**src/greedy_change_dispenser_macros.svh**
```systemverilog
// Assertion macros for the greedy change dispenser.
// Included by the top level; needs nothing else.
`ifndef GREEDY_CHANGE_DISPENSER_MACROS_SVH
`define GREEDY_CHANGE_DISPENSER_MACROS_SVH

// Same-cycle implication, disabled during reset
`define GCD_ASSERT_SAME(label, clk, rst_n, ante, cons, msg) \
    label: assert property (@(posedge clk) disable iff (!(rst_n)) \
        (ante) |-> (cons)) else $error(msg);

// Next-cycle implication, disabled during reset
`define GCD_ASSERT_NEXT(label, clk, rst_n, ante, cons, msg) \
    label: assert property (@(posedge clk) disable iff (!(rst_n)) \
        (ante) |=> (cons)) else $error(msg);

`endif

```
**src/gcd_pkg.sv**
```systemverilog
// Package for the greedy change dispenser: payload structs, codes,
// controller/datapath command and status structs. No dependencies.
package gcd_pkg;

    localparam int AMT_W   = 16;
    localparam int SLOTS   = 4;
    localparam int DIV_CW  = $clog2(AMT_W);
    localparam int CFG_IW  = 3;

    // input actions
    localparam logic ACT_LOAD    = 1'b0;
    localparam logic ACT_REQUEST = 1'b1;

    // result kinds
    localparam logic [1:0] KIND_DISPENSE = 2'd0;
    localparam logic [1:0] KIND_SUMMARY  = 2'd1;
    localparam logic [1:0] KIND_LOAD_ACK = 2'd2;

    // configuration register indexes
    localparam logic [CFG_IW-1:0] CFG_DENOM_0 = 3'd0;
    localparam logic [CFG_IW-1:0] CFG_DENOM_1 = 3'd1;
    localparam logic [CFG_IW-1:0] CFG_DENOM_2 = 3'd2;
    localparam logic [CFG_IW-1:0] CFG_DENOM_3 = 3'd3;
    localparam logic [CFG_IW-1:0] CFG_IN_USE  = 3'd4;

    // reset values
    localparam logic [AMT_W-1:0] DENOM_0_RST = 16'd1000;
    localparam logic [AMT_W-1:0] DENOM_1_RST = 16'd500;
    localparam logic [AMT_W-1:0] DENOM_2_RST = 16'd100;
    localparam logic [AMT_W-1:0] DENOM_3_RST = 16'd50;
    localparam logic [2:0]       IN_USE_RST  = 3'd4;

    typedef struct packed {
        logic             action;
        logic [1:0]       slot;
        logic [AMT_W-1:0] amount_or_count;
    } t_in_item;

    typedef struct packed {
        logic [1:0]       kind;
        logic [AMT_W-1:0] denom_value;
        logic [AMT_W-1:0] piece_count;
        logic [AMT_W-1:0] remaining;
        logic             last;
    } t_out_item;

    typedef struct packed {
        logic load_stock;   // write stock of the accepted load
        logic start_req;    // capture amount, clear cursor
        logic cur_inc;      // skip the current slot
        logic div_start;    // launch quotient of remaining by denomination
        logic cap_take;     // register min(quotient, stock)
        logic cap_prod;     // register denomination * take, lower stock
        logic emit_entry;   // dispense entry, update remaining, next slot
        logic emit_sum;     // request summary
        logic emit_ack;     // load acknowledge
    } t_dp_cmd;

    typedef struct packed {
        logic walk_end;     // slots exhausted or nothing left to pay
        logic can_div;      // current denomination nonzero and not above remaining
        logic div_done;     // quotient ready
        logic out_free;     // output register can take a result
    } t_dp_stat;

endpackage

```
**src/greedy_change_dispenser.sv**
```systemverilog
// Top level of the greedy change dispenser: controller plus datapath.
// Depends on gcd_pkg, gcd_ctrl, gcd_dp and the assertion macro header.
//
//  channel  direction  handshake                  payload
//  in       input      i_in_valid / o_in_stall    i_in_data  (t_in_item)
//  out      output     o_out_valid / i_out_stall  o_out_data (t_out_item)
//  cfg      input      i_cfg_valid / o_cfg_ready  i_cfg_index, i_cfg_data
//
// A load passes through the acknowledge state before the next input transfer.
// A request skips each unusable slot in the check state and takes each paying
// slot through the bit-serial divider, the multiply and the emit, then closes
// with the summary. One item is worked on at a time; the next is taken once
// its last result sits in the output register. Output stalls hold the walk at
// its next result. Reset is synchronous, active low, and needs no clearing pass.
`include "greedy_change_dispenser_macros.svh"

module greedy_change_dispenser #(
    parameter int NUM_DENOMS = 4
) (
    input  logic                       i_clk,
    input  logic                       i_rst_n,
    input  logic                       i_in_valid,
    output logic                       o_in_stall,
    input  gcd_pkg::t_in_item          i_in_data,
    output logic                       o_out_valid,
    input  logic                       i_out_stall,
    output gcd_pkg::t_out_item         o_out_data,
    input  logic                       i_cfg_valid,
    output logic                       o_cfg_ready,
    input  logic [gcd_pkg::CFG_IW-1:0] i_cfg_index,
    input  logic [gcd_pkg::AMT_W-1:0]  i_cfg_data
);
    import gcd_pkg::*;

    t_dp_cmd  w_cmd;
    t_dp_stat w_stat;

    // configuration is always taken
    assign o_cfg_ready = 1'b1;

    gcd_ctrl u_ctrl (
        .i_clk      (i_clk),
        .i_rst_n    (i_rst_n),
        .i_in_valid (i_in_valid),
        .i_action   (i_in_data.action),
        .o_in_stall (o_in_stall),
        .i_stat     (w_stat),
        .o_cmd      (w_cmd)
    );

    gcd_dp #(
        .NUM_DENOMS (NUM_DENOMS)
    ) u_dp (
        .i_clk       (i_clk),
        .i_rst_n     (i_rst_n),
        .i_cfg_valid (i_cfg_valid && o_cfg_ready),
        .i_cfg_index (i_cfg_index),
        .i_cfg_data  (i_cfg_data),
        .i_in_data   (i_in_data),
        .i_cmd       (w_cmd),
        .o_stat      (w_stat),
        .o_out_valid (o_out_valid),
        .i_out_stall (i_out_stall),
        .o_out_data  (o_out_data)
    );

    // checks
    `GCD_ASSERT_SAME(a_last_matches_kind, i_clk, i_rst_n, o_out_valid, (o_out_data.last == (o_out_data.kind != KIND_DISPENSE)), "last flag disagrees with result kind")
    `GCD_ASSERT_NEXT(a_busy_after_accept, i_clk, i_rst_n, (i_in_valid && !o_in_stall), o_in_stall, "input taken while previous item still in progress")
    `GCD_ASSERT_SAME(a_emit_when_free, i_clk, i_rst_n, (w_cmd.emit_entry || w_cmd.emit_sum || w_cmd.emit_ack), w_stat.out_free, "result issued over an undelivered result")

endmodule

```
**src/gcd_div.sv**
```systemverilog
// Restoring divider, one quotient bit per cycle.
// Depends on gcd_pkg.
module gcd_div (
    input  logic                      i_clk,
    input  logic                      i_rst_n,
    input  logic                      i_start,
    input  logic [gcd_pkg::AMT_W-1:0] i_dividend,
    input  logic [gcd_pkg::AMT_W-1:0] i_divisor,
    output logic [gcd_pkg::AMT_W-1:0] o_quot,
    output logic                      o_done
);
    import gcd_pkg::*;

    logic              r_busy, n_busy;
    logic              r_done, n_done;
    logic [DIV_CW-1:0] r_cnt, n_cnt;
    logic [AMT_W-1:0]  r_q, n_q;
    logic [AMT_W-1:0]  r_r, n_r;
    logic [AMT_W-1:0]  r_d;
    logic [AMT_W:0]    w_trial;
    logic [AMT_W:0]    w_diff;

    // one trial subtraction per cycle
    assign w_trial = {r_r, r_q[AMT_W-1]};
    assign w_diff  = w_trial - {1'b0, r_d};

    always_comb begin
        n_busy = r_busy;
        n_done = 1'b0;
        n_cnt  = r_cnt;
        n_q    = r_q;
        n_r    = r_r;
        if (i_start) begin
            n_busy = 1'b1;
            n_cnt  = '0;
            n_q    = i_dividend;
            n_r    = '0;
        end else if (r_busy) begin
            if (!w_diff[AMT_W]) begin
                n_r = w_diff[AMT_W-1:0];
                n_q = {r_q[AMT_W-2:0], 1'b1};
            end else begin
                n_r = w_trial[AMT_W-1:0];
                n_q = {r_q[AMT_W-2:0], 1'b0};
            end
            n_cnt = r_cnt + 1'b1;
            if (r_cnt == DIV_CW'(AMT_W - 1)) begin
                n_busy = 1'b0;
                n_done = 1'b1;
            end
        end
    end

    always_ff @(posedge i_clk) begin
        if (!i_rst_n) begin
            r_busy <= 1'b0;
            r_done <= 1'b0;
            r_cnt  <= '0;
        end else begin
            r_busy <= n_busy;
            r_done <= n_done;
            r_cnt  <= n_cnt;
        end
    end

    // operands and partial results
    always_ff @(posedge i_clk) begin
        r_q <= n_q;
        r_r <= n_r;
        if (i_start) begin
            r_d <= i_divisor;
        end
    end

    assign o_quot = r_q;
    assign o_done = r_done;

endmodule

```
**src/gcd_ctrl.sv**
```systemverilog
// Controller for the greedy change dispenser: sequences loads and the
// denomination walk. Depends on gcd_pkg.
module gcd_ctrl (
    input  logic              i_clk,
    input  logic              i_rst_n,
    input  logic              i_in_valid,
    input  logic              i_action,
    output logic              o_in_stall,
    input  gcd_pkg::t_dp_stat i_stat,
    output gcd_pkg::t_dp_cmd  o_cmd
);
    import gcd_pkg::*;

    localparam logic [2:0] S_IDLE  = 3'd0;
    localparam logic [2:0] S_ACK   = 3'd1;
    localparam logic [2:0] S_CHECK = 3'd2;
    localparam logic [2:0] S_DIV   = 3'd3;
    localparam logic [2:0] S_MUL   = 3'd4;
    localparam logic [2:0] S_EMIT  = 3'd5;
    localparam logic [2:0] S_SUM   = 3'd6;

    logic [2:0] r_state, n_state;
    logic       w_accept;

    assign o_in_stall = (r_state != S_IDLE);
    assign w_accept   = i_in_valid && !o_in_stall;

    // next state and commands
    always_comb begin
        n_state = r_state;
        o_cmd   = '0;
        case (r_state)
            S_IDLE: begin
                if (w_accept) begin
                    if (i_action == ACT_LOAD) begin
                        o_cmd.load_stock = 1'b1;
                        n_state = S_ACK;
                    end else begin
                        o_cmd.start_req = 1'b1;
                        n_state = S_CHECK;
                    end
                end
            end
            S_ACK: begin
                if (i_stat.out_free) begin
                    o_cmd.emit_ack = 1'b1;
                    n_state = S_IDLE;
                end
            end
            S_CHECK: begin
                if (i_stat.walk_end) begin
                    n_state = S_SUM;
                end else if (i_stat.can_div) begin
                    o_cmd.div_start = 1'b1;
                    n_state = S_DIV;
                end else begin
                    o_cmd.cur_inc = 1'b1;
                end
            end
            S_DIV: begin
                if (i_stat.div_done) begin
                    o_cmd.cap_take = 1'b1;
                    n_state = S_MUL;
                end
            end
            S_MUL: begin
                o_cmd.cap_prod = 1'b1;
                n_state = S_EMIT;
            end
            S_EMIT: begin
                if (i_stat.out_free) begin
                    o_cmd.emit_entry = 1'b1;
                    n_state = S_CHECK;
                end
            end
            S_SUM: begin
                if (i_stat.out_free) begin
                    o_cmd.emit_sum = 1'b1;
                    n_state = S_IDLE;
                end
            end
            default: begin
                n_state = S_IDLE;
            end
        endcase
    end

    always_ff @(posedge i_clk) begin
        if (!i_rst_n) begin
            r_state <= S_IDLE;
        end else begin
            r_state <= n_state;
        end
    end

endmodule

```
**src/gcd_dp.sv**
```systemverilog
// Datapath for the greedy change dispenser: configuration registers, stock
// counts, walk registers, divider, multiplier and output register.
// Depends on gcd_pkg and gcd_div.
module gcd_dp #(
    parameter int NUM_DENOMS = 4
) (
    input  logic                       i_clk,
    input  logic                       i_rst_n,
    input  logic                       i_cfg_valid,
    input  logic [gcd_pkg::CFG_IW-1:0] i_cfg_index,
    input  logic [gcd_pkg::AMT_W-1:0]  i_cfg_data,
    input  gcd_pkg::t_in_item          i_in_data,
    input  gcd_pkg::t_dp_cmd           i_cmd,
    output gcd_pkg::t_dp_stat          o_stat,
    output logic                       o_out_valid,
    input  logic                       i_out_stall,
    output gcd_pkg::t_out_item         o_out_data
);
    import gcd_pkg::*;

    // slots that hold stock
    localparam int NSLOT = (NUM_DENOMS < SLOTS) ? NUM_DENOMS : SLOTS;
    localparam int IW    = (NSLOT > 1) ? $clog2(NSLOT) : 1;

    logic [AMT_W-1:0]   r_denom [SLOTS];
    logic [2:0]         r_in_use;
    logic [AMT_W-1:0]   r_stock [NSLOT];
    logic [2:0]         r_cursor;
    logic [AMT_W-1:0]   r_rem;
    logic [AMT_W-1:0]   r_take;
    logic [AMT_W-1:0]   r_prod;
    logic               r_out_valid;
    t_out_item          r_out_data;

    logic [2:0]         w_limit;
    logic [AMT_W-1:0]   w_d;
    logic [AMT_W-1:0]   w_stock;
    logic [AMT_W-1:0]   w_quot;
    logic               w_div_done;
    logic [2*AMT_W-1:0] w_mul;
    logic [AMT_W-1:0]   w_rem_next;
    logic               w_out_free;
    logic               w_slot_ok;

    // configuration writes; indexes past the list are dropped
    always_ff @(posedge i_clk) begin
        if (!i_rst_n) begin
            r_denom[0] <= DENOM_0_RST;
            r_denom[1] <= DENOM_1_RST;
            r_denom[2] <= DENOM_2_RST;
            r_denom[3] <= DENOM_3_RST;
            r_in_use   <= IN_USE_RST;
        end else if (i_cfg_valid) begin
            case (i_cfg_index)
                CFG_DENOM_0: r_denom[0] <= i_cfg_data;
                CFG_DENOM_1: r_denom[1] <= i_cfg_data;
                CFG_DENOM_2: r_denom[2] <= i_cfg_data;
                CFG_DENOM_3: r_denom[3] <= i_cfg_data;
                CFG_IN_USE:  r_in_use   <= i_cfg_data[2:0];
                default: begin
                end
            endcase
        end
    end

    // effective slot count
    assign w_limit = (r_in_use > 3'(NSLOT)) ? 3'(NSLOT) : r_in_use;

    assign w_d     = r_denom[r_cursor[1:0]];
    assign w_stock = r_stock[r_cursor[IW-1:0]];
    assign w_slot_ok = ({1'b0, i_in_data.slot} < 3'(NSLOT));

    // stock counts: load writes, dispense lowers
    always_ff @(posedge i_clk) begin
        if (!i_rst_n) begin
            for (int i = 0; i < NSLOT; i++) begin
                r_stock[i] <= '0;
            end
        end else if (i_cmd.load_stock && w_slot_ok) begin
            r_stock[i_in_data.slot[IW-1:0]] <= i_in_data.amount_or_count;
        end else if (i_cmd.cap_prod) begin
            r_stock[r_cursor[IW-1:0]] <= w_stock - r_take;
        end
    end

    // walk cursor, doubles as the slot where the walk stopped
    always_ff @(posedge i_clk) begin
        if (!i_rst_n) begin
            r_cursor <= '0;
        end else if (i_cmd.start_req) begin
            r_cursor <= '0;
        end else if (i_cmd.cur_inc || i_cmd.emit_entry) begin
            r_cursor <= r_cursor + 3'd1;
        end
    end

    gcd_div u_div (
        .i_clk      (i_clk),
        .i_rst_n    (i_rst_n),
        .i_start    (i_cmd.div_start),
        .i_dividend (r_rem),
        .i_divisor  (w_d),
        .o_quot     (w_quot),
        .o_done     (w_div_done)
    );

    // take, product and remaining amount; product never exceeds remaining
    assign w_mul      = w_d * r_take;
    assign w_rem_next = r_rem - r_prod;

    always_ff @(posedge i_clk) begin
        if (i_cmd.start_req) begin
            r_rem <= i_in_data.amount_or_count;
        end else if (i_cmd.emit_entry) begin
            r_rem <= w_rem_next;
        end
        if (i_cmd.cap_take) begin
            r_take <= (w_quot < w_stock) ? w_quot : w_stock;
        end
        if (i_cmd.cap_prod) begin
            r_prod <= w_mul[AMT_W-1:0];
        end
    end

    // output register
    assign w_out_free = !r_out_valid || !i_out_stall;

    always_ff @(posedge i_clk) begin
        if (!i_rst_n) begin
            r_out_valid <= 1'b0;
        end else if (i_cmd.emit_entry || i_cmd.emit_sum || i_cmd.emit_ack) begin
            r_out_valid <= 1'b1;
        end else if (!i_out_stall) begin
            r_out_valid <= 1'b0;
        end
    end

    always_ff @(posedge i_clk) begin
        if (i_cmd.emit_entry) begin
            r_out_data.kind        <= KIND_DISPENSE;
            r_out_data.denom_value <= w_d;
            r_out_data.piece_count <= r_take;
            r_out_data.remaining   <= w_rem_next;
            r_out_data.last        <= 1'b0;
        end else if (i_cmd.emit_sum) begin
            r_out_data.kind        <= KIND_SUMMARY;
            r_out_data.denom_value <= '0;
            r_out_data.piece_count <= '0;
            r_out_data.remaining   <= r_rem;
            r_out_data.last        <= 1'b1;
        end else if (i_cmd.emit_ack) begin
            r_out_data.kind        <= KIND_LOAD_ACK;
            r_out_data.denom_value <= '0;
            r_out_data.piece_count <= '0;
            r_out_data.remaining   <= '0;
            r_out_data.last        <= 1'b1;
        end
    end

    // status to the controller
    assign o_stat.walk_end = (r_cursor >= w_limit) || (r_rem == '0);
    assign o_stat.can_div  = (w_d != '0) && (w_d <= r_rem);
    assign o_stat.div_done = w_div_done;
    assign o_stat.out_free = w_out_free;

    assign o_out_valid = r_out_valid;
    assign o_out_data  = r_out_data;

endmodule

```
**config.mk**
```make
export PLATFORM = sky130hd
export DESIGN_NAME = greedy_change_dispenser
export DESIGN_NICKNAME = d
export VERILOG_FILES = /design/src/gcd_pkg.sv /design/src/greedy_change_dispenser.sv /design/src/gcd_div.sv /design/src/gcd_ctrl.sv /design/src/gcd_dp.sv
export VERILOG_INCLUDE_DIRS = /design/src /design/src/src
export SDC_FILE = /design/constraint.sdc
export NUM_CORES = 1
export LEC_CHECK = 0
export BUFFER_PORTS_ARGS = -buffer_cell sky130_fd_sc_hd__buf_2
export CAP_MARGIN = 10
export CORE_MARGIN = 2
export CORE_UTILIZATION = 31
export DETAILED_ROUTE_END_ITERATION = 16
export HOLD_SLACK_MARGIN = 0.05
export SYNTH_ARGS = -nofsm -noshare
export SYNTH_HDL_FRONTEND = slang
export SYNTH_HIERARCHICAL = 1
export SYNTH_SLANG_ARGS = --single-unit
```
**constraint.sdc**
```tcl
create_clock -name i_clk -period 9.28 [get_ports i_clk]
set_input_delay 1.856 -clock i_clk [delete_from_list [all_inputs] [get_ports i_clk]]
set_output_delay 1.856 -clock i_clk [all_outputs]
set_load 0.005 [all_outputs]
```
Word level (Yosys, flattened, before mapping). Memories as Yosys holds them, arrays and structs flattened. A register that Yosys moved wholly into a read port is not among the register bits. Index checks and enable logic that the tools add are counted.

Multiplexer cells: 78. Multiply operators: 1. Add/sub/neg operators: 5. Bitwise gates (word level): 6. Reductions and logical operators: 28. Magnitude comparators: 4. Eq/ne operators: 17.

Operators by type and width (number): two-way mux 16 bit (12); two-way mux 50 bit (2); two-way mux 49 bit (1); two-way mux 1 bit (44); OR reduction 16 bit (2); subtractor 16 bit (2); two-way mux 2 bit (11); two-way mux 3 bit (7); case mux 3 bit (6 select lines) (1); subtractor 17 x 16 -> 17 bit (1); <= comparator 16 bit (1); logical NOT 16 bit (1); less-than comparator 16 bit (1); multiplier 16 x 16 -> 16 bit (1); nonzero test 16 bit (1); equality test 3 x 2 -> 1 bit, second input constant (4); equality test 3 bit, second input constant (4); != test 2 x 1 -> 1 bit, second input constant (5); OR reduction 2 bit (4); equality test 3 x 1 -> 1 bit, second input constant (2); logical NOT 3 bit (2); nonzero test 2 bit (3); nonzero test 3 bit (2); logical OR 1 bit (5); 13 further kinds (20).

Memory bits (writable): 128. Flip-flop bits (word level): 163. Input port bits: 43. Memories kept: 2. Word-level logic and storage cells: 160. Output and inout bits: 54.

Memory list: u_dp.r_denom (words 4, bits a word 16, rd ports 1, clocked after memory_dff 1, wr ports 4, RTL line gcd_dp.sv:25) `logic [AMT_W-1:0] r_denom [SLOTS];`; u_dp.r_stock (words 4, bits a word 16, rd ports 1, clocked after memory_dff 1, wr ports 4, RTL line gcd_dp.sv:27) `logic [AMT_W-1:0] r_stock [NSLOT];`.

Depth between registers and ports, before layout.
Depth in word-level cells: 11. Depth in mapped cells: 25. Depth with buffers taken out: 22.

By module. The synthesis kept the hierarchy.

By module, submodules not included: gcd_dp (times used 1, sequential area each 6966.7 um2, cells an instance 1428, area an instance 16082.9 um2); gcd_div (times used 1, sequential area each 1401.3 um2, cells an instance 291, area an instance 3067.9 um2); gcd_ctrl (times used 1, sequential area each 60.1 um2, cells an instance 47, area an instance 316.6 um2); greedy_change_dispenser (times used 1, sequential area each 0.0 um2, cells an instance 2, area an instance 11.3 um2).

Worst setup path before layout. No wires, ideal clock.

Path kind: reg2reg. Start: reg with a tool-made name. End: reg u_dp.r_prod[15], data pin. Clock period less this slack: 5.929 ns. Slack: 3.351 ns. Data required time: 9.022 ns. Stages on the path, launching flop included: 21. Library setup time: 0.258 ns. Buffers on the path: 4. Arrival: 5.672 ns. Cell sequence: dfxtp_1 buf_6 buf_8 buf_8 mux4_2 clkbuf_1 and2_1 fa_1 inv_1 fa_1 fa_1 fa_1 inv_1 fa_1 fa_1 ha_1 o21a_1 o21ai_0 a21oi_1 o41a_1 xnor2_1.

RTL lines: end signal: assignment (RTL line gcd_dp.sv:121) `r_prod <= w_mul[AMT_W-1:0];`; end: declaration (RTL line gcd_dp.sv:31) `logic [AMT_W-1:0] r_prod;`.

==> qor.yml <==
grt_pass1_vias: 13891
syn_inst: 1768
p_per_area_nw_per_um2: 350.7
synth_top_area_cell: "edfxtp_1"
maxSlewViolCount: 0
dr.pass1.iters: 5
syn_nets: 2025
grt_antenna_before_repair: 6
final_nets: 2100
cp-start-kind: "flip-flop"
r2r_slack_ns: 2.89
critPathMaxStageDelay_ns: 0.68
fin_hold_ws_ns: 0.4967
critPathTopFamily: "adder cells"
drtIter0Drc: 1039
finalHoldViolCount: 0
syn-mean-instance-area_sq_um: 11.02
dp_hpwl_microns: 40350
run_status: "finished, final reports clean"
critPathKind: "flip-flop to flip-flop"
synthDistinctLibCells: 80
cts_buffers: 36
htree_levels: 2
min_from: "u_dp/u_div/r_cnt[3]$_SDFFE_PP0P_"
grt_overflow_total: 0
drt_wl_total_microns: 54460
viasPerCell: 5.030
maxCapViolCount: 0
synth_enable_flop_cells: 256
synth_area_sq_um: 19480
grt_use_total: 0.1701
ir_worst_vdd_uv: 344.7
grt_setup_unrepaired: "no"
fp.coreArea_sq_um: 61940
tritoncts: "yes"
cp_slowest_cell: "mux4_2"
arrival_ns: 6.70
synthFlopType: "edfxtp_1"
worstPathRequired_ns: 9.59
path_clk_slew_ns: 0.07
fin_crit_sh: 0.6883
route.vias.total: 13622
dpl-instance-area_sq_um: 20760
yosys-top-cells-area: "edfxtp_1, fa_1, ha_1"
cts_sinks: 293
r2r-end: "u_dp/r_prod[15]$_DFFE_PP_"
hold_depth: 2
power_leakage_nw: 8.968
io-pin-count: 97
layout-drive-gt1-share: 0.1402
worstMarginPinSlew_ns: 1.123
grt_pass1_wl_microns: 82900
cts_hold_buf: 0
end_kind: "flip-flop"
fillers: 6215
remaining_drc_errors: 0
max_freq_mhz: 156.6
wl_per_cell_microns: 20.11
synth.top_cell.area_share: 0.3947
holdPathEnd: "u_dp/u_div/o_done$_SDFF_PP0_"
cp_num_buf_inv: 4
start_util: 0.3145
ant_nets: 0
hold_class: "flip-flop to flip-flop"
final_area_sq_um: 21980
cts_setup_buffers: 0
gp_congestion: 0.8954
finClkSkew_ns: 0.01888
reg2regPathDepth: 20
fin_crit_ns: 6.387
ys_seq_area_frac: 0.4327
final_util: 0.3549
finalSetupViolations: 0
synth_seq_cells: 293
async_reset_ff_frac: 0
worst_slack_ns: 2.893
yosys_warnings: 6
slew_headroom: 0.2515
area_growth_pct: 12.85
grt_start_max_net_pins: 52
die_y_microns: 254.7
crit_path_cell_trace: "buf_4 > mux4_2 > and2_1 > fa_1 > inv_1 > fa_1 > inv_1 > fa_1 > fa_1 > inv_1 > fa_1 > fa_1 > xor2_1 > xnor2_1 > xnor2_1 > xnor2_1 > xnor2_2 > xnor2_1 > xnor2_1 > xnor2_1"
fin_setup_tns_ns: 0
post_cts_resized: 0
clockBufferDepth: 3
crit_fanout: 32
insertion_delay_ns: 0.56
row_count: 91
die-area_sq_um: 64860
port_buffers: 95
die_x_microns: 254.7
dpl_worst_slack_ns: 2.845
cts_root_buf: "clkbuf_16"
## power by group
part	leakage, nW	internal [W]	switching [W]	total, W
Combinational	5.60	0.00183	0.00232	0.00415
Clock	0.586	0.000875	0.000582	0.00146
Sequential	2.78	0.00191	0.000188	0.00210
## cell usage after synthesis (21+ instances only)
library cell / number
xor2_1: 21
mux2_2: 25
dfxtp_1: 37
o21ai_0: 56
inv_1: 215
fa_1: 83
nor2_1: 121
clkbuf_1: 52
edfxtp_1: 256
nand2_1: 150
mux4_2: 32
xnor2_1: 58
and2_1: 135
a21oi_1: 45
a21o_1: 25
ha_1: 131
## metrics by stage
stage | std cells | total power, W
after floorplan | 1768 | 0.005258
after global placement | 2642 | 0.006130
after detailed placement | 2642 | 0.006237
after CTS | 2706 | 0.007734
after global routing | 2706 | 0.008289
final | 2708 | 0.007710
## worst reg2reg max path: stages (launching register included)
cell and delay, ns:
dfxtp_2 0.31, buf_4 0.54, mux4_2 0.70, and2_1 0.22
fa_1 0.54, inv_1 0.05, fa_1 0.53, inv_1 0.05
fa_1 0.49, fa_1 0.55, inv_1 0.05, fa_1 0.44
fa_1 0.39, xor2_1 0.17, xnor2_1 0.19, xnor2_1 0.11
xnor2_1 0.25, xnor2_2 0.15, xnor2_1 0.15, xnor2_1 0.17
xnor2_1 0.09
## per-layer routing
| layer | track usage | wire (microns) |
|---|---|---|
| met1 | 0.2256 | 23830 |
| met2 | 0.2763 | 25200 |
| met3 | 0.02837 | 3391 |
| met4 | 0.06984 | 2026 |
| met5 | 0 | 13 |
## logic make-up after synthesis
group | count (synthesis) | synth area share
xor gates and xnor gates | 81 | 0.03777
DFF | 293 | 0.4327
other | 1 | 0.0001925
muxes | 85 | 0.06841
adders and majority gates | 214 | 0.1694
and+or+nand+nor | 557 | 0.1448
AOI/OAI and AO/OA | 248 | 0.08575
buffers and inverters | 289 | 0.06096
## sequential cells by signal (all words and copies together), names as in the netlist, 3 cells and up, named ones only
signal	count
u_dp/u_div/r_r	16
u_dp/r_stock	64
u_dp/r_take	16
u_dp/r_denom	64
u_dp/o_out_data	51
u_dp/r_rem	16
u_ctrl/r_state	3
u_dp/r_cursor	3
u_dp/u_div/r_d	16
u_dp/r_in_use	3
u_dp/u_div/r_cnt	4
u_dp/r_prod	16
u_dp/u_div/o_quot	16
## worst max path at each step
stage / start / to / slack, ns / cells after the start
after floorplan: flip-flop / u_dp/r_prod[15]$_DFFE_PP_ / 3.35 / 20
after global placement: flip-flop / u_dp/r_prod[15]$_DFFE_PP_ / 2.89 / 22
after detailed placement: flip-flop / u_dp/r_prod[15]$_DFFE_PP_ / 2.84 / 20
after CTS: flip-flop / u_dp/r_prod[15]$_DFFE_PP_ / 2.85 / 20
after global routing: flip-flop / u_dp/r_prod[14]$_DFFE_PP_ / 2.57 / 17
final: flip-flop / u_dp/r_prod[15]$_DFFE_PP_ / 2.89 / 20
## layout by cell type, fill, tap and decap left out, types with 9 or more instances in the layout
cell       instances
edfxtp_1         256
inv_1            214
nand2_1          150
and2_1           135
ha_1             131
nor2_1           121
buf_2             95
fa_1              83
xnor2_1           58
o21ai_0           54
a21oi_1           45
clkbuf_16         37
dfxtp_1           36
mux4_2            32
a21o_1            25
mux2_2            25
xor2_1            21
nor3_1            20
o21a_1            20
or3_1             20
nand2b_1          20
mux2i_1           18
nand3_1           17
a211oi_1          17
buf_4             16
nor2b_1           15
nand4_1           12
nor4_1            11
o211ai_1          10
mux2_4            10
a22oi_1            9
## area by class of cell
type / count / area, sq um / share of cell area
Multi-Input combinational cell: 1186 / 9884 / 0.4497
Sequential cell: 293 / 8429 / 0.3835
Tap cell: 837 / 1047 / 0.04764
Clock buffer: 40 / 937.1 / 0.04263
Inverter: 215 / 807.0 / 0.03671
Timing Repair Buffer: 111 / 595.6 / 0.02709
Clock inverter: 24 / 276.5 / 0.01258
Antenna cell: 2 / 5.005 / 0.0002277
(Power assumes the default switching activity.)
